[config.mk]
export PLATFORM = sky130hd
export DESIGN_NAME = itsb_front
export DESIGN_NICKNAME = d
export VERILOG_FILES = /design/src/sv/itsb_pkg.sv /design/src/sv/itsb_front.sv
export VERILOG_INCLUDE_DIRS = /design/src /design/src/sv
export SDC_FILE = /design/constraint.sdc
export NUM_CORES = 1
export LEC_CHECK = 0
export ABC_AREA = 1
export BUFFER_PORTS_ARGS = -buffer_cell sky130_fd_sc_hd__buf_2
export CELL_PAD_IN_SITES_DETAIL_PLACEMENT = 1
export CELL_PAD_IN_SITES_GLOBAL_PLACEMENT = 1
export CORE_MARGIN = 5
export CORE_UTILIZATION = 40
export CTS_CLUSTER_SIZE = 24
export DETAILED_ROUTE_END_ITERATION = 6
export GPL_TIMING_DRIVEN = 0
export PLACE_DENSITY = 0.85
export SYNTH_ARGS = -nofsm -noshare
export SYNTH_HDL_FRONTEND = slang
export SYNTH_SLANG_ARGS = --single-unit
[constraint.sdc]
create_clock -name aclk -period 5.4 [get_ports aclk]
set_input_delay 1.08 -clock aclk [delete_from_list [all_inputs] [get_ports aclk]]
set_output_delay 1.08 -clock aclk [all_outputs]
set_load 0.02 [all_outputs]
[src/sv/interval_timer_statistics_bank_core_assert.svh]
// ----------------------------------------------------------------------------
// interval timer statistics bank assertion macros
// concurrent assertion wrappers, compiled out when SYNTH is defined
// ----------------------------------------------------------------------------
`ifndef INTERVAL_TIMER_STATISTICS_BANK_CORE_ASSERT_SVH
`define INTERVAL_TIMER_STATISTICS_BANK_CORE_ASSERT_SVH

`ifndef SYNTH
`define ITSB_ASSERT(label, clk, rstn, prop, msg) \
    label: assert property (@(posedge clk) disable iff (!rstn) prop) else $error(msg);
`define ITSB_ASSERT_ALWAYS(label, clk, prop, msg) \
    label: assert property (@(posedge clk) prop) else $error(msg);
`else
`define ITSB_ASSERT(label, clk, rstn, prop, msg)
`define ITSB_ASSERT_ALWAYS(label, clk, prop, msg)
`endif

`endif

[src/sv/itsb_pkg.sv]
// ----------------------------------------------------------------------------
// itsb_pkg
// shared constants, codes and word types of the stopwatch statistics bank
// ----------------------------------------------------------------------------
package itsb_pkg;

    localparam int TIMER_COUNT = 32;
    localparam int STAMP_W     = 48;
    localparam int IDX_W       = 5;
    localparam int CNT_W       = $clog2(TIMER_COUNT + 1);
    localparam int TOTAL_W     = 64;
    localparam int CALLS_W     = 32;
    localparam int QUEUE_DEPTH = 4;
    localparam int QPTR_W      = $clog2(QUEUE_DEPTH);
    localparam int QCNT_W      = $clog2(QUEUE_DEPTH + 1);

    typedef enum logic [1:0] {
        OP_REGISTER = 2'd0,
        OP_START    = 2'd1,
        OP_STOP     = 2'd2,
        OP_READ     = 2'd3
    } op_t;

    typedef enum logic [1:0] {
        ST_OK        = 2'd0,
        ST_BAD_STATE = 2'd1,
        ST_FULL      = 2'd2
    } status_t;

    typedef enum logic [1:0] {
        B_IDLE,
        B_DELTA,
        B_UPDATE
    } back_state_t;

    typedef struct packed {
        op_t                op;
        logic [IDX_W-1:0]   idx;
        logic [STAMP_W-1:0] stamp;
        status_t            status;
        logic               running;
    } cmd_t;

    typedef struct packed {
        logic [STAMP_W-1:0] stamp;
        logic [TOTAL_W-1:0] total;
        logic [STAMP_W-1:0] min_int;
        logic [STAMP_W-1:0] max_int;
        logic [CALLS_W-1:0] calls;
    } row_t;

    localparam row_t RESET_ROW = '{
        stamp:   '0,
        total:   '0,
        min_int: '1,
        max_int: '0,
        calls:   '0
    };

endpackage

[src/sv/itsb_front.sv]
// ----------------------------------------------------------------------------
// itsb_front
// accepts words, checks them against the timer control bits and queues them
// ----------------------------------------------------------------------------
module itsb_front (
    input  logic                          aclk,
    input  logic                          aresetn,
    input  logic                          s_valid,
    output logic                          s_ready,
    input  logic [1:0]                    s_op,
    input  logic [itsb_pkg::IDX_W-1:0]    s_timer_index,
    input  logic [itsb_pkg::STAMP_W-1:0]  s_timestamp,
    input  logic                          q_ready,
    output logic                          q_push,
    output itsb_pkg::cmd_t                q_cmd
);
    import itsb_pkg::*;

    `include "interval_timer_statistics_bank_core_assert.svh"

    logic [CNT_W-1:0]       count_reg, count_next;
    logic [TIMER_COUNT-1:0] active_reg, active_next;
    logic [TIMER_COUNT-1:0] running_reg, running_next;
    logic                   accept;
    logic                   in_range;
    logic                   sel_active;
    logic                   sel_running;
    op_t                    op;
    status_t                status;
    logic [IDX_W-1:0]       idx;
    logic                   run_after;

    assign s_ready     = q_ready;
    assign accept      = s_valid && q_ready;
    assign op          = op_t'(s_op);
    assign in_range    = {1'b0, s_timer_index} < CNT_W'(TIMER_COUNT);
    assign sel_active  = in_range && active_reg[s_timer_index];
    assign sel_running = running_reg[s_timer_index];

    always_comb begin
        count_next   = count_reg;
        active_next  = active_reg;
        running_next = running_reg;
        status       = ST_OK;
        idx          = s_timer_index;
        run_after    = 1'b0;
        case (op)
            OP_REGISTER: begin
                if (count_reg >= CNT_W'(TIMER_COUNT)) begin
                    status = ST_FULL;
                end else begin
                    idx               = count_reg[IDX_W-1:0];
                    count_next        = count_reg + CNT_W'(1);
                    active_next[idx]  = 1'b1;
                    running_next[idx] = 1'b0;
                end
            end
            OP_START: begin
                if (!sel_active || sel_running) begin
                    status = ST_BAD_STATE;
                end else begin
                    running_next[s_timer_index] = 1'b1;
                    run_after                   = 1'b1;
                end
            end
            OP_STOP: begin
                if (!sel_active || !sel_running) begin
                    status = ST_BAD_STATE;
                end else begin
                    running_next[s_timer_index] = 1'b0;
                end
            end
            OP_READ: begin
                if (!sel_active) begin
                    status = ST_BAD_STATE;
                end else begin
                    run_after = sel_running;
                end
            end
            default: begin
                status = ST_BAD_STATE;
            end
        endcase
    end

    always_ff @(posedge aclk) begin
        if (!aresetn) begin
            count_reg   <= '0;
            active_reg  <= '0;
            running_reg <= '0;
        end else if (accept) begin
            count_reg   <= count_next;
            active_reg  <= active_next;
            running_reg <= running_next;
        end
    end

    assign q_push          = accept;
    assign q_cmd.op        = op;
    assign q_cmd.idx       = idx;
    assign q_cmd.stamp     = s_timestamp;
    assign q_cmd.status    = status;
    assign q_cmd.running   = run_after;

    `ITSB_ASSERT(a_count_matches_active, aclk, aresetn,
        $countones(active_reg) == int'(count_reg),
        "registered count out of step with active bits")
    `ITSB_ASSERT(a_running_needs_active, aclk, aresetn,
        (running_reg & ~active_reg) == '0, "running bit set on an unregistered timer")
    `ITSB_ASSERT(a_full_holds, aclk, aresetn,
        accept && op == OP_REGISTER && count_reg == CNT_W'(TIMER_COUNT)
            |=> count_reg == CNT_W'(TIMER_COUNT) && $stable(active_reg),
        "register on a full table changed state")

endmodule

# ---- Word level (Yosys, flattened, before mapping)
# Index checks and enable logic that the tools add are counted.
dict set report word_totals {
  ff_bits 70
  inputBits 59
  out_inout_bits 60
  word_cells 55
}
dict set report op_classes {
  addsub 1
  magnitude_cmp 5
  eq_ne 6
  mux 22
  n_bitwise 7
  n_reduce_logical 11
}
# cell n
set ops {}
lappend ops {{32-bit 2-to-1 mux} 3}
lappend ops {{32-bit one-hot mux with 3 select lines} 1}
lappend ops {{32-bit bitwise AND} 2}
lappend ops {{32-bit NOT} 2}
lappend ops {{32-bit OR} 2}
lappend ops {{5-bit by 6-bit less-than comparator with 1-bit output (second input constant)} 2}
lappend ops {{1-bit binary-select mux with 5-bit select} 2}
lappend ops {{1-bit demux with 5-bit select} 2}
lappend ops {{5-bit by 1-bit >= comparator with 1-bit output (second input constant)} 2}
lappend ops {{5-bit 2-to-1 mux} 2}
lappend ops {{1-bit 2-to-1 mux} 9}
lappend ops {{2-bit one-hot mux with 4 select lines} 1}
lappend ops {{6-bit by 1-bit adder with 6-bit output (second input constant)} 1}
lappend ops {{6-bit >= comparator (second input constant)} 1}
lappend ops {{2-bit inequality test (second input constant)} 3}
lappend ops {{5-bit AND reduction} 1}
lappend ops {{2-bit == test (second input constant)} 2}
lappend ops {{1-bit logical AND} 3}
lappend ops {{3-bit AND reduction} 1}
lappend ops {{3-bit nonzero test} 1}
lappend ops {{2-bit by 1-bit == test with 1-bit output (second input constant)} 1}
lappend ops {{1-bit zero test} 2}
lappend ops {{2-bit zero test} 1}
lappend ops {{1-bit logical OR} 2}
lappend ops {{3 further kinds} 3}

# ---- Depth between registers and ports, before layout
dict set report logic_depth {
  ltp_word 8
  mapped_depth 19
  mapped_depth_nobuf 16
}

# ---- Worst setup path after synthesis
# OpenSTA, ideal clock, no wires.
dict set report synth_timing {
  path_kind {in2out}
  startpoint {input s_timer_index[0] (netlist bit)}
  endpoint {output q_cmd[1] (netlist bit)}
  arrival_ns 2.492
  required_ns 4.320
  slack_ns 1.828
  path_stages 15
  path_buffers 3
  path_cell_list {buf_4 inv_2 buf_2 nand2_1 nand2_1 nand2_1 nand2_1 nand2_1 nand2_1 nor2_1 nand2_2 nand2_1 nand2_2 buf_2 o211ai_1}
}
# element line
set synth_rtl {}
lappend synth_rtl {{start: declaration} itsb_front.sv:11} ;# input logic [itsb_pkg::IDX_W-1:0] s_timer_index,
lappend synth_rtl {{end: declaration} itsb_front.sv:15} ;# output itsb_pkg::cmd_t q_cmd

==> metrics.txt <==
Mapped Nets=900; FF+latch count, synth=70; MaxCap Viol Count=0; nets@finish=979; Pins Over Slew Limit=0; Crit Path Category=primary input to output pin; crit end category=output pin; Area Overhead vs Synth=17.7%; CP Launch Type=primary input; commonest non-fill, non-tap cell in the layout=nand2_1; status=finished, final reports clean; sequential fraction of the synthesis area=28.3%; grt ovf=0; # port buffers=68; Rows=40; pwr/cell area=252 nW/µm²; vias per inst=5.17; Inst Count DP=1,073; Netlist cell types=27; Ys Warns=0; Seq pwr share=36.8%; Sw Ratio=29.6%; vias post-DR=5,632; Die Area=14,700 µm²; clock buffer depth=2; Post-Route WL=18,800 µm; largest net degree at the start of global routing=13; final setup fails=0; fin crit period=4.29 ns; worst r2r path cells=15; worst setup path start=s_timer_index[1]; combinational share of power=17.6%; Worst Hold Class=flop to flop; Max Fclk=233 MHz; TritonCTS Buffers=9; H-tree depth=3; Gate Count Post-Synth=837; RSZ-0062 raised after global routing=false; cell taking the most area after synthesis=dfxtp_1; HP Start=active_reg[6]; peak supply drop=116 µV; dpl hpwl=14,300 µm; Req. time, crit path=4.32 ns; Yosys top cell area share=28.3%; first-pass GRT wire length=29,800 µm; antenna cells=0; FF-to-FF setup slack=3.32 ns; critical path peak fanout=10; I/O pin cnt=119; post-route setup TNS=0 ns; top cells by area, synth=dfxtp_1 28%, nand2_1 20%, nor2_1 8.6%, inv_1 8.1%, buf_4 8.0%; DRT iter0 DRCs=330; worst reg2reg path startpoint=active_reg[24]; drt pass-1 iters=5; PostCTS Resize Cnt=0; vias in the first global route=5,746; Clock Latency Late Sink=0.36 ns; WP data arrival=3.21 ns; crit path capture=q_cmd[1]; core area=12,100 µm²; post-route design area=5820 µm²; routed len/inst=17.2 µm; final period utilization=79.5%; Psw=434 µW; syn avg cell area=5.91 µm²; leak pwr=0.00279 µW; most frequent cells in the layout=268 x nand2_1, 113 x nor2_1, 107 x inv_1; antenna viol nets, final=0; Non-Filler Instances=1,089; CTS tree=built; Die Ht=121 µm; Worst-path clk slew=0.06 ns; area post-placement=5500 µm²; layout cells sized above 1=18.0%; Hold Violations, Final=0; Setup Fix Bufs, Post-CTS=0; Place WS=1.15 ns; Cell Area, Synth=4950 µm²; GR Util All Layers=26.2%; Initial Util=41.0%; Root Driver=clkbuf_16; pin slew with the least headroom to its limit=0.869 ns; Hold Buf Count CTS=0; Clk pwr share=45.7%; DRC Markers=0; slew margin rel.=41.6%; Int Pwr=1030 µW; Horiz. Die Dim=121 µm; GPL Wtd Cong=0.923; Clock Sinks=70; r2r endpoint=running_reg[15]; Final WS setup=1.11 ns; antenna violations before repair=0; clock skew=0.00960 ns
worst min-delay path by stage:
stage	end	slack (ns)	cells past startpoint
5_1_grt	active_reg[1]	0.49	2
3_5_place_dp	active_reg[20]	0.45	2
3_3_place_gp	active_reg[20]	0.44	2
6_report	active_reg[6]	0.45	2
4_1_cts	active_reg[20]	0.45	2
2_1_floorplan	active_reg[15]	0.43	2
metal layers:
metal  global-route usage (%)  part of all wire [%]  vias up  routed length (µm)
met5                        0                     0        -                   0
met4                     12.5                   3.4        0                 646
met3                     4.34                   7.2       41                1350
met2                     43.6                    47      200                8740
met1                     33.0                    43     2651                8020
li1                         -                     -     2740                   -
worst max-delay path, cell delays in order:
cell and delay [ns]:
buf_2 0.10, clkinv_1 0.17, clkbuf_1 0.48, nand2_1 0.12, nand2_1 0.09, nand2_1 0.05, nand2_1 0.09, nor2_1 0.05
nand2_2 0.12, nand2_1 0.11, nand2_2 0.17, buf_2 0.26, o211ai_1 0.13, buf_2 0.17
Yosys cell counts:
| master | n |
|---|---|
| nand2_1 | 268 |
| nor2_1 | 113 |
| inv_1 | 107 |
| dfxtp_1 | 70 |
| buf_4 | 53 |
| a21oi_1 | 46 |
| o21ai_0 | 41 |
| clkbuf_1 | 22 |
| nand4_1 | 18 |
| a221oi_1 | 16 |
| o211ai_1 | 16 |
| nand3_1 | 15 |
| buf_2 | 13 |
| nor3_1 | 9 |
| nor3_2 | 6 |
| ha_1 | 4 |
| inv_2 | 4 |
| nand2_2 | 3 |
| o21ai_1 | 3 |
| buf_6 | 2 |
| clkinv_1 | 2 |
| a211oi_1 | 1 |
| a31oi_1 | 1 |
| nand3_2 | 1 |
| nor3_4 | 1 |
| nor4_1 | 1 |
| o22ai_1 | 1 |
power groups by stage:
stage | combinational [µW] | clock [µW] | sequential, µW
4_1_cts | 257 | 673 | 540
5_1_grt | 283 | 696 | 541
2_1_floorplan | 179 | 0 | 548
3_3_place_gp | 250 | 0 | 551
6_report | 258 | 670 | 540
3_5_place_dp | 255 | 0 | 551
area by class of cell:
class	instances	area (µm²)
Fill cell	1715	6240
Multi-Input combinational cell	564	2550
Sequential cell	70	1400
Buffer	90	568
Inverter	113	424
Timing Repair Buffer	68	340
Clock buffer	11	243
Tap cell	168	210
Clock inverter	5	82.6
logic make-up (layout without fill, tap and decap cells):
kind of cell,count (synthesis),in the layout,synth area share (%)
AO/OA/AOI/OAI,125,125,14.8
adder cells (fa/ha/maj),4,4,1.01
buffers and inverters,203,287,20.1
flip-flops,70,70,28.3
AND/OR/NAND/NOR,435,435,35.9
metrics by stage:
stage | util [%] | hold slack, ns | power [µW]
2_1_floorplan | - | 0.430 | 726
3_3_place_gp | 45.6 | 0.442 | 800
3_5_place_dp | 45.6 | 0.446 | 806
4_1_cts | 48.3 | 0.454 | 1470
5_1_grt | 48.3 | 0.488 | 1520
6_report | 48.3 | 0.451 | 1470
(Power assumes the default switching activity.)
