## config.mk

```make
export PLATFORM = sky130hd
export DESIGN_NAME = itsb_queue
export DESIGN_NICKNAME = d
export VERILOG_FILES = /design/src/sv/interval_timer_statistics_bank_core_assert.svh /design/src/sv/itsb_pkg.sv /design/src/sv/itsb_queue.sv
export SDC_FILE = /design/constraint.sdc
export NUM_CORES = 1
export LEC_CHECK = 0
export BUFFER_PORTS_ARGS = -buffer_cell sky130_fd_sc_hd__buf_2
export CORE_ASPECT_RATIO = 1.75
export CORE_MARGIN = 2
export CORE_UTILIZATION = 45
export CTS_CLUSTER_SIZE = 25
export DETAILED_ROUTE_END_ITERATION = 10
export SLEW_MARGIN = 10
export SYNTH_ARGS = -nofsm -noshare
export SYNTH_HDL_FRONTEND = slang
export SYNTH_SLANG_ARGS = --single-unit
```

## constraint.sdc

```tcl
create_clock -name aclk -period 6.6 [get_ports aclk]
set_input_delay 0.66 -clock aclk [delete_from_list [all_inputs] [get_ports aclk]]
set_output_delay 0.66 -clock aclk [all_outputs]
set_load 0.02 [all_outputs]
```

## src/sv/interval_timer_statistics_bank_core_assert.svh

```systemverilog
// ----------------------------------------------------------------------------
// interval timer statistics bank assertion macros
// concurrent assertion wrappers, compiled out when SYNTH is defined
// ----------------------------------------------------------------------------
`ifndef INTERVAL_TIMER_STATISTICS_BANK_CORE_ASSERT_SVH
`define INTERVAL_TIMER_STATISTICS_BANK_CORE_ASSERT_SVH

`ifndef SYNTH
`define ITSB_ASSERT(label, clk, rstn, prop, msg) \
    label: assert property (@(posedge clk) disable iff (!rstn) prop) else $error(msg);
`define ITSB_ASSERT_ALWAYS(label, clk, prop, msg) \
    label: assert property (@(posedge clk) prop) else $error(msg);
`else
`define ITSB_ASSERT(label, clk, rstn, prop, msg)
`define ITSB_ASSERT_ALWAYS(label, clk, prop, msg)
`endif

`endif

```

## src/sv/itsb_pkg.sv

```systemverilog
// ----------------------------------------------------------------------------
// itsb_pkg
// shared constants, codes and word types of the stopwatch statistics bank
// ----------------------------------------------------------------------------
package itsb_pkg;

    localparam int TIMER_COUNT = 32;
    localparam int STAMP_W     = 48;
    localparam int IDX_W       = 5;
    localparam int CNT_W       = $clog2(TIMER_COUNT + 1);
    localparam int TOTAL_W     = 64;
    localparam int CALLS_W     = 32;
    localparam int QUEUE_DEPTH = 4;
    localparam int QPTR_W      = $clog2(QUEUE_DEPTH);
    localparam int QCNT_W      = $clog2(QUEUE_DEPTH + 1);

    typedef enum logic [1:0] {
        OP_REGISTER = 2'd0,
        OP_START    = 2'd1,
        OP_STOP     = 2'd2,
        OP_READ     = 2'd3
    } op_t;

    typedef enum logic [1:0] {
        ST_OK        = 2'd0,
        ST_BAD_STATE = 2'd1,
        ST_FULL      = 2'd2
    } status_t;

    typedef enum logic [1:0] {
        B_IDLE,
        B_DELTA,
        B_UPDATE
    } back_state_t;

    typedef struct packed {
        op_t                op;
        logic [IDX_W-1:0]   idx;
        logic [STAMP_W-1:0] stamp;
        status_t            status;
        logic               running;
    } cmd_t;

    typedef struct packed {
        logic [STAMP_W-1:0] stamp;
        logic [TOTAL_W-1:0] total;
        logic [STAMP_W-1:0] min_int;
        logic [STAMP_W-1:0] max_int;
        logic [CALLS_W-1:0] calls;
    } row_t;

    localparam row_t RESET_ROW = '{
        stamp:   '0,
        total:   '0,
        min_int: '1,
        max_int: '0,
        calls:   '0
    };

endpackage

```

## src/sv/itsb_queue.sv

```systemverilog
// ----------------------------------------------------------------------------
// itsb_queue
// short command queue between the classifying front and the update back
// ----------------------------------------------------------------------------
module itsb_queue (
    input  logic            aclk,
    input  logic            aresetn,
    input  logic            push,
    input  itsb_pkg::cmd_t  push_cmd,
    output logic            push_ready,
    input  logic            pop,
    output logic            pop_valid,
    output itsb_pkg::cmd_t  pop_cmd
);
    import itsb_pkg::*;

    cmd_t              slot_reg [QUEUE_DEPTH];
    logic [QPTR_W-1:0] wr_ptr_reg, wr_ptr_next;
    logic [QPTR_W-1:0] rd_ptr_reg, rd_ptr_next;
    logic [QCNT_W-1:0] count_reg, count_next;
    logic              do_push;
    logic              do_pop;

    assign push_ready = count_reg != QCNT_W'(QUEUE_DEPTH);
    assign pop_valid  = count_reg != '0;
    assign do_push    = push && push_ready;
    assign do_pop     = pop && pop_valid;
    assign pop_cmd    = slot_reg[rd_ptr_reg];

    always_comb begin
        wr_ptr_next = do_push ? wr_ptr_reg + QPTR_W'(1) : wr_ptr_reg;
        rd_ptr_next = do_pop  ? rd_ptr_reg + QPTR_W'(1) : rd_ptr_reg;
        count_next  = count_reg;
        if (do_push && !do_pop) begin
            count_next = count_reg + QCNT_W'(1);
        end else if (do_pop && !do_push) begin
            count_next = count_reg - QCNT_W'(1);
        end
    end

    always_ff @(posedge aclk) begin
        if (!aresetn) begin
            wr_ptr_reg <= '0;
            rd_ptr_reg <= '0;
            count_reg  <= '0;
        end else begin
            wr_ptr_reg <= wr_ptr_next;
            rd_ptr_reg <= rd_ptr_next;
            count_reg  <= count_next;
        end
    end

    always_ff @(posedge aclk) begin
        if (do_push) begin
            slot_reg[wr_ptr_reg] <= push_cmd;
        end
    end

endmodule

```

# == Yosys cells after proc, flatten, opt, wreduce, memory -nomap -nowiden ==
# Memories as Yosys holds them, arrays and structs flattened. A register that Yosys moved wholly into a read port is not among the register bits.
# Index checks and enable logic that the tools add are counted.
# op_classes
n_addsub,4
n_eq_ne,1
mux,6
n_reduce_logical,8
# op_table
op,count
2-to-1 mux 3 bit,2
"adder 2 x 1 -> 2 bit, second input constant",2
logical AND 1 bit,4
2-to-1 mux 2 bit,2
"adder 3 x 1 -> 3 bit, second input constant",1
"inequality test 3 bit, second input constant",1
nonzero test 3 bit,1
"subtractor 3 x 1 -> 3 bit, second input constant",1
zero test 1 bit,2
2-to-1 mux 1 bit,2
nonzero test 2 bit,1
# totals
register_bits,7
ramBits,232
inputBits,62
output_inout_bits,60
mem_count,1
# memory_table
name,depth,width,read_ports,rd_ports_with_merged_regs,write_ports,line,text
slot_reg,4,58,1,1,1,itsb_queue.sv:17,cmd_t slot_reg [QUEUE_DEPTH];

# == Logic depth before layout (Yosys ltp) ==
# Gate-level depths: netlist of run 1.
# depth
word_depth,6
mapped_depth,8
depth_no_buf,8

# == Least setup slack after synthesis of run 1 ==
# No wires, ideal clock.
# synth_path
kind,input port to flip-flop
start,input port push
end,memory slot_reg[0][0] (netlist name) (enable)
setup_ns,0.422
t_arrival_ns,2.352
required_time_ns,6.178
slack_ns,3.826
path_stages,2
n_path_buf,0
path_cell_list,a21boi_2 > and2_1
# synth_via
elab_chain_cells,3
# synth_lines
item,line,text
from (decl),itsb_queue.sv:8,"input logic push,"
logical AND 1 bit,itsb_queue.sv:26,assign do_push = push && push_ready;
2-to-1 mux 1 bit,itsb_queue.sv:54,if (do_push) begin
2-to-1 mux 1 bit (not written as such),itsb_queue.sv:55,slot_reg[wr_ptr_reg] <= push_cmd;
to (decl),itsb_queue.sv:17,
# No other way between the ends.

==> results of run 1 <==
==> where the power goes <==
part / internal (W) / switching [W]
clock: 0.000757 / 0.000510
combinational: 0.000435 / 0.000544
sequential: 0.00186 / 0.000110
total: 0.00305 / 0.00116
==> metrics by stage <==
step | total power, W | hold WS (ns)
floorplan | 0.00273 | 0.468
CTS | 0.00429 | 0.348
detailed placement | 0.00302 | 0.497
finish | 0.00422 | 0.372
global route | 0.00440 | 0.359
global placement | 0.00300 | 0.475
==> routing by layer <==
metal  wire length [µm]  up-vias  GRT usage (%)
li1                   -     1758              -
met1               5810     2058           18.4
met2               8220      111           26.0
met3                814       37           3.43
met4                547        2           6.59
met5                 13        -              0
==> logic make-up (layout without fill, tap and decap cells) <==
group | Yosys count | in the layout | synth area share [%]
DFF | 241 | 241 | 80.6
muxes | 61 | 61 | 15.1
and+or+nand+nor | 17 | 17 | 1.03
buffers and inverters | 17 | 163 | 1.52
adders and majority gates | 6 | 6 | 0.931
AOI/OAI and AO/OA | 5 | 5 | 0.452
xor gates and xnor gates | 4 | 4 | 0.395
other | 0 | 5 | 0
==> synth_stat cells (all sizes together), types with 2 or more instances <==
cell	number
nand2	5
or3	2
mux4	58
dfxtp	9
buf	13
ha	5
a21boi	2
xnor2	3
and2	8
mux2i	3
inv	3
edfxtp	232
==> final timing paths <==
kind	start	to	slack, ns	depth (start not counted)
worst min register to register	wr_ptr_reg[1]	wr_ptr_reg[1]	0.51	2
worst max-delay path	register	pop_cmd[48]	3.25	3
worst min-delay path	push_cmd[8]	slot_reg[3][8]	0.37	1
worst max register to register	count_reg[0]	count_reg[2]	4.23	8
==> cells in the final DEF (no fill, tap or decap), types with 2 or more instances in the layout <==
master	instances
and2_1	4
and2_4	4
buf_2	121
bufinv_16	2
clkbuf_1	4
clkbuf_16	23
clkbuf_8	4
clkinv_1	2
clkinv_2	2
dfxtp_1	7
dfxtp_4	2
diode_2	5
edfxtp_1	232
ha_1	5
inv_1	3
mux2i_1	3
mux4_2	58
nand2_1	5
or3_1	2
xnor2_1	3
==> final cells by class <==
class | instances | share of cell area (%)
sequential | 241 | 68.6
clock inverter | 7 | 0.816
timing repair buffer | 122 | 5.88
inverter | 3 | 0.108
multi-input combinational | 93 | 15.3
clock buffer | 31 | 6.19
antenna | 5 | 0.120
tap | 245 | 2.94
==> impl_metrics.yaml, run 1 <==
status:
  status: "finished, final reports clean"
grt:
  first_global_vias: 4298
  grt_use_total_pct: 15.2
  grt_pass1_wl_mm: 23.6
  grt-ovfl-total: 0
  antenna_found_initial: 6
  grt_max_degree: 59
floorplanning:
  ios: 122
  die_area_um2: 20900
  start_util_pct: 45.3
  fp.coreArea_um2: 19600
  die_x_um: 110
  num_rows: 68
  die_h_um: 190
worst_setup_path:
  endpoint_kind: "output pin"
  worst_path_max_delay_cell: "dfxtp_4"
  crit_family: "buffers and inverters"
  path_max_fanout: 34
  startpoint_type: "register"
  crit_type: "register to output pin"
  worstPathRequired_ns: 5.94
  cpPeakStageDelay_ns: 0.67
  worstPathArrival_ns: 2.69
  crit_chain: "buf_4 > mux4_2 > buf_2"
  path_buf_inv: 2
worst_hold_path:
  holdCritPathClass: "input port to register"
clocking:
  cts_resized: 0
  cts_tree: "yes"
  cts_inserted_buffers: 22
  htreeDepth: 1
  clk_pin_slew_ns: 0.07
  clockBufferDepth: 3
  post-cts-setup-buffers: 0
  worstSkewPairLatency_ns: 0.50
  cts_root_buf: "clkbuf_16"
  cts_hold_buf: 0
  cts.sinks: 241
sta:
  setup-violations-final: 0
  slew_violations: 0
  fmax_mhz: 299
  hold_viol: 0
  worst_pin_slew_ns: 0.943
  fin_crit_sh_pct: 50.7
  fin_skew_ns: 0.00870
  rsz0062_at_grt: "false"
  worst_slack_ns: 3.25
  slew_headroom_pct: 37.1
  period_needed_ns: 3.35
  fin_setup_tns_ns: 0
placement:
  gp_congestion: 0.681
  place_ws_ns: 3.66
  placed_cells: 704
  placed_area_um2: 9680
  portBuffers: 121
  hpwl_mm: 8.76
cells_and_area:
  drive_gt1_share_pct: 44.1
  utilization_pct: 53.3
  areaGrowthSynthToFinish_pct: 17.6
  ff_latch_area_um2: 7150
  instances_no_fill: 747
  multiInputGateArea_um2: 1600
  final_design_area_no_fill_um2: 10400
  nNetsFinal: 551
  fillers: 1553
  largest_reg_flops: 232
logic_synthesis:
  synthesis.nets: 419
  syn_area_per_cell_um2: 25.3
  ys_seq_area_share_pct: 80.6
  synthCells: 351
  yosys.area.top_type_share_pct: 78.6
  yosys_warnings: 0
  synth.distinct_cells: 25
  synth_top_area_cell: "edfxtp_1"
  async_flop_share_pct: 0
  synthTopCellsByArea: "edfxtp_1 79%, mux4_2 15%, dfxtp_1 2.0%"
  synth_edf_count: 232
  syn-cell-area_um2: 8870
  synth_flop_cell: "edfxtp_1"
  synth_seq_cells: 241
route:
  routed_wirelength_mm: 15.4
  vias_per_cell: 5.31
  dr.pass1.iters: 4
  vias: 3966
  drc: 0
  drt_iter0_markers: 176
  ant_nets: 0
  wl_per_cell_um: 20.6
pwr:
  ir_drop_mv: 0.308
  power_density_nw_per_um2: 405
  p_leak_nw: 3.48
job:
  maxCapViolCount: 0
No activity file was read; power rests on OpenSTA's default activity.
==> run 2, diff against run 1 <==
- PLACE_DENSITY: default -> 0.67
- clock period: 6.6 -> 2.7 ns (I/O delays scaled with it)
==> run 2 against run 1 <==
Global-route usage increased by 0.87 points. Non-clock buffer count is 66 higher. Final cell count is 7.8% higher. Critical path type unchanged.
==> impl_metrics.yaml, run 2 (same netlist as run 1, synthesis figures left out) <==
sta:
  fmax_mhz: 409
  worst_pin_slew_ns: 0.579
  worst_slack_ns: 0.256
  holdWs_ns: 0.0109
  fin_crit_sh_pct: 90.5
  slew_violations: 0
  setup-violations-final: 0
  fin_setup_tns_ns: 0
  fin_skew_ns: 0.00980
  hold_viol: 0
  period_needed_ns: 2.44
  rsz0062_at_grt: "false"
  slew_headroom_pct: 61.4
cells_and_area:
  antenna_cells: 0
  nNetsFinal: 616
  mostFrequentLayoutCell: "edfxtp_1"
  drive_gt1_share_pct: 40.5
  largest_reg_flops: 232
  areaGrowthSynthToFinish_pct: 24.3
  layout_common_cells: "232 x edfxtp_1, 121 x buf_2, 58 x mux4_2, 53 x dlygate4sd3_1, 21 x clkbuf_16"
  instances_no_fill: 805
  utilization_pct: 56.3
job:
  maxCapViolCount: 0
route:
  vias: 4182
  routed_wirelength_mm: 16.4
  ant_nets: 0
  vias_per_cell: 5.20
  wl_per_cell_um: 20.4
  dr.pass1.iters: 4
  drc: 0
  drt_iter0_markers: 231
worst_setup_path:
  r2r_start: "count_reg[0]"
  startpoint_type: "register"
  crit_type: "register to output pin"
  worstPathRequired_ns: 2.43
  worstPathArrival_ns: 2.17
  endpoint_kind: "output pin"
  path_max_fanout: 22
worst_hold_path:
  holdCritPathClass: "input port to register"
  min-delay-start: "push_cmd[20]"
clocking:
  cts_tree: "yes"
  worstSkewPairLatency_ns: 0.49
  post-cts-setup-buffers: 0
  cts.sinks: 241
  cts_inserted_buffers: 21
  clk_pin_slew_ns: 0.06
  htreeDepth: 1
  clockBufferDepth: 3
  cts_root_buf: "clkbuf_16"
grt:
  grt-ovfl-total: 0
  first_global_vias: 4600
  antenna_found_initial: 0
  grt_use_total_pct: 16.1
  grt_pass1_wl_mm: 25.2
  grt_max_degree: 35
floorplanning:
  start_util_pct: 45.3
  num_rows: 68
  die_area_um2: 20900
  fp.coreArea_um2: 19600
  die_x_um: 110
  ios: 122
  die_h_um: 190
pwr:
  power_density_nw_per_um2: 938
  ir_drop_mv: 0.580
  p_leak_nw: 3.74
status:
  status: "finished, final reports clean"
placement:
  portBuffers: 121
  hpwl_mm: 10.2
  placed_cells: 717
  place_ws_ns: 0.357
  gp_congestion: 0.733
==> run 2: cell types whose count changed in the layout (fill, tap and decap cells not counted), sizes merged <==
cell,change
dlygate4sd3,+53
buf,+13
clkbuf,-7
diode,-5
clkinv,+2
bufinv,+1
clkinvlp,+1
==> run 2: cell type report <==
| type | instances | area, µm² |
|---|---|---|
| fill | 1484 | 8550 |
| sequential | 241 | 7150 |
| multi-input combinational | 93 | 1600 |
| timing repair buffer | 188 | 1290 |
| clock buffer | 24 | 537 |
| tap | 245 | 307 |
| clock inverter | 11 | 129 |
| inverter | 3 | 11.3 |
==> run 2: report_power, final <==
| group | switching [W] | internal (W) |
|---|---|---|
| Clock | 0.00122 | 0.00171 |
| Sequential | 0.000216 | 0.00454 |
| Combinational | 0.00144 | 0.00121 |
==> run 2: what timing repair did <==
action / in CTS / in global routing
resized for setup: 0 / 0
hold buffers: 51 / 2
hold endpoints to repair: 193 / 5
==> run 2: routing by layer <==
metal | vias to the layer above | track usage, % | wire (µm)
met1 | 2180 | 19.1 | 6240
met5 | - | 0 | 0
met2 | 105 | 29.8 | 9170
met4 | 0 | 4.52 | 300
li1 | 1875 | - | -
met3 | 22 | 2.47 | 697
==> run 2: through the flow <==
stage          power [W]  area, µm²
2_1_floorplan    0.00667       8870
3_3_place_gp     0.00744       9830
3_5_place_dp     0.00751       9830
4_1_cts           0.0105      11000
5_1_grt           0.0108      11000
6_report          0.0103      11000
==> run 2: final timing paths <==
| kind | cells after the start | slack (ns) | endpoint |
|---|---|---|---|
| max | 3 | 0.26 | pop_cmd[10] |
| min | 1 | 0.01 | slot_reg[3][20] |
| max reg2reg | 8 | 0.35 | count_reg[2] |
| min reg2reg | 2 | 0.51 | wr_ptr_reg[0] |
==> run 2: worst max-delay path, cell delays in order (launching register included) <==
cell and delay, ns:
dfxtp_4 0.63, buf_12 0.29, mux4_2 0.58, buf_2 0.19
==> run 3, diff against run 2 <==
- PLACE_DENSITY: 0.67 -> default
- clock period: 2.7 -> 2.6 ns (I/O delays scaled with it)
==> run 3 against run 2 <==
Utilization up 0.71 points. Sequential share of layout area decreased by 0.81 points. Critical path depth stayed put. Sequential power increased by 1%. Sequential cell count did not move. Via count rose by 1.4%. Worst setup slack better by 0.016 ns. Critical path type unchanged. Critical endpoint is now pop_cmd[48].
==> impl_metrics.yaml, run 3 (same netlist as run 1, synthesis figures left out) <==
status:
  status: "finished, final reports clean"
floorplanning:
  fp.coreArea_um2: 19600
  start_util_pct: 45.3
  die_h_um: 190
  die_area_um2: 20900
  num_rows: 68
  ios: 122
  die_x_um: 110
route:
  drc: 0
  vias_per_cell: 5.20
  dr.pass1.iters: 4
  routed_wirelength_mm: 16.3
  wl_per_cell_um: 19.9
  vias: 4240
  ant_nets: 0
  drt_iter0_markers: 150
sta:
  worst_slack_ns: 0.272
  fin_skew_ns: 0.00991
  fin_crit_sh_pct: 89.6
  fmax_mhz: 429
  rsz0062_at_grt: "false"
  hold_viol: 0
  setup-violations-final: 0
  slew_headroom_pct: 66.6
  period_needed_ns: 2.33
  fin_setup_tns_ns: 0
  slew_violations: 0
  worst_pin_slew_ns: 0.501
cells_and_area:
  antenna_cells: 0
  ff_latch_area_um2: 7150
  instances_no_fill: 816
  layout_common_cells: "232 x edfxtp_1, 121 x buf_2, 58 x mux4_2, 58 x dlygate4sd3_1, 23 x clkbuf_16"
  drive_gt1_share_pct: 40.8
  multiInputGateArea_um2: 1600
  areaGrowthSynthToFinish_pct: 25.9
  largest_reg_flops: 232
  fillers: 1471
  final_design_area_no_fill_um2: 11200
  mostFrequentLayoutCell: "edfxtp_1"
  nNetsFinal: 623
clocking:
  cts_tree: "yes"
  cts_resized: 0
  cts.sinks: 241
  cts_inserted_buffers: 22
  clk_pin_slew_ns: 0.07
  clockBufferDepth: 3
  worstSkewPairLatency_ns: 0.49
  post-cts-setup-buffers: 0
  htreeDepth: 1
  cts_root_buf: "clkbuf_16"
pwr:
  combPwrFrac_pct: 26.4
  switching_share_pct: 27.9
  power_density_nw_per_um2: 972
  pwr-share-seq_pct: 44.6
  p_leak_nw: 3.81
  power_switching_w: 0.00302
  finalPower_w: 0.0108
  ir_drop_mv: 0.878
  p_int_w: 0.00782
  pwr-share-clk_pct: 29.0
grt:
  grt_pass1_wl_mm: 24.9
  grt_max_degree: 59
  grt_use_total_pct: 15.8
  antenna_found_initial: 0
  grt-ovfl-total: 0
  first_global_vias: 4697
placement:
  portBuffers: 121
  hpwl_mm: 9.86
  gp_congestion: 0.719
  placed_area_um2: 9860
  placed_cells: 718
  place_ws_ns: 0.373
worst_hold_path:
  holdCritPathClass: "input port to register"
job:
  maxCapViolCount: 0
worst_setup_path:
  endpoint_kind: "output pin"
  worstPathArrival_ns: 2.07
  path_max_fanout: 58
  startpoint_type: "register"
  cpPeakStageDelay_ns: 0.60
  crit_chain: "buf_12 > mux4_2 > buf_2"
  crit_type: "register to output pin"
  worstPathRequired_ns: 2.34
  worst_path_max_delay_cell: "mux4_2"
[run 3: critical path: cells and delay by family (launching register included)]
family | cells | cell delay (ns)
muxes | 1 | 0.60
buffers and inverters | 2 | 0.58
DFF | 1 | 0.35
[run 3: final timing paths]
path	from	endpoint	slack, ns	depth (start not counted)
hold reg to reg	wr_ptr_reg[1]	wr_ptr_reg[1]	0.52	2
setup reg to reg	count_reg[0]	count_reg[2]	0.37	7
hold / removal	aresetn	count_reg[2]	0.09	2
setup / recovery	register	pop_cmd[48]	0.27	3
[run 3: through the flow]
| step | util, % | hold slack (ns) |
|---|---|---|
| after global placement | 50.4 | 0.470 |
| final | 57.0 | 0.0950 |
| after global routing | 57.0 | 0.104 |
| after CTS | 57.0 | 0.0783 |
| after detailed placement | 50.4 | 0.476 |
| after floorplan | - | 0.359 |
[run 3: layout make-up]
| cell class | count | share of cell area, % |
|---|---|---|
| flip-flops and latches | 241 | 64.1 |
| multi-input cells | 93 | 14.3 |
| repair buffers | 194 | 12.3 |
| clock buffers | 33 | 5.94 |
| well taps | 245 | 2.75 |
| clock inverters | 7 | 0.527 |
| inverters | 3 | 0.101 |
[run 3: what timing repair did]
action | CTS | global route
setup endpoints to repair | 0 | 0
hold buffers | 58 | 0
hold endpoints to repair | 232 | 0
[run 3: power by group through the flow]
stage          logic, W  clock network, W  registers, W
2_1_floorplan   0.00204                 0       0.00488
3_5_place_dp    0.00287                 0       0.00492
5_1_grt         0.00308           0.00338       0.00487
4_1_cts         0.00294           0.00323       0.00484
6_report        0.00286           0.00315       0.00483
3_3_place_gp    0.00283                 0       0.00489
[run 3: per-layer routing]
layer / routed length [µm] / vias up / GRT usage (%)
met5: 0 / - / 0
met4: 329 / 0 / 4.66
met3: 656 / 20 / 2.26
met2: 9280 / 101 / 29.6
met1: 6010 / 2220 / 18.2
li1: - / 1899 / -
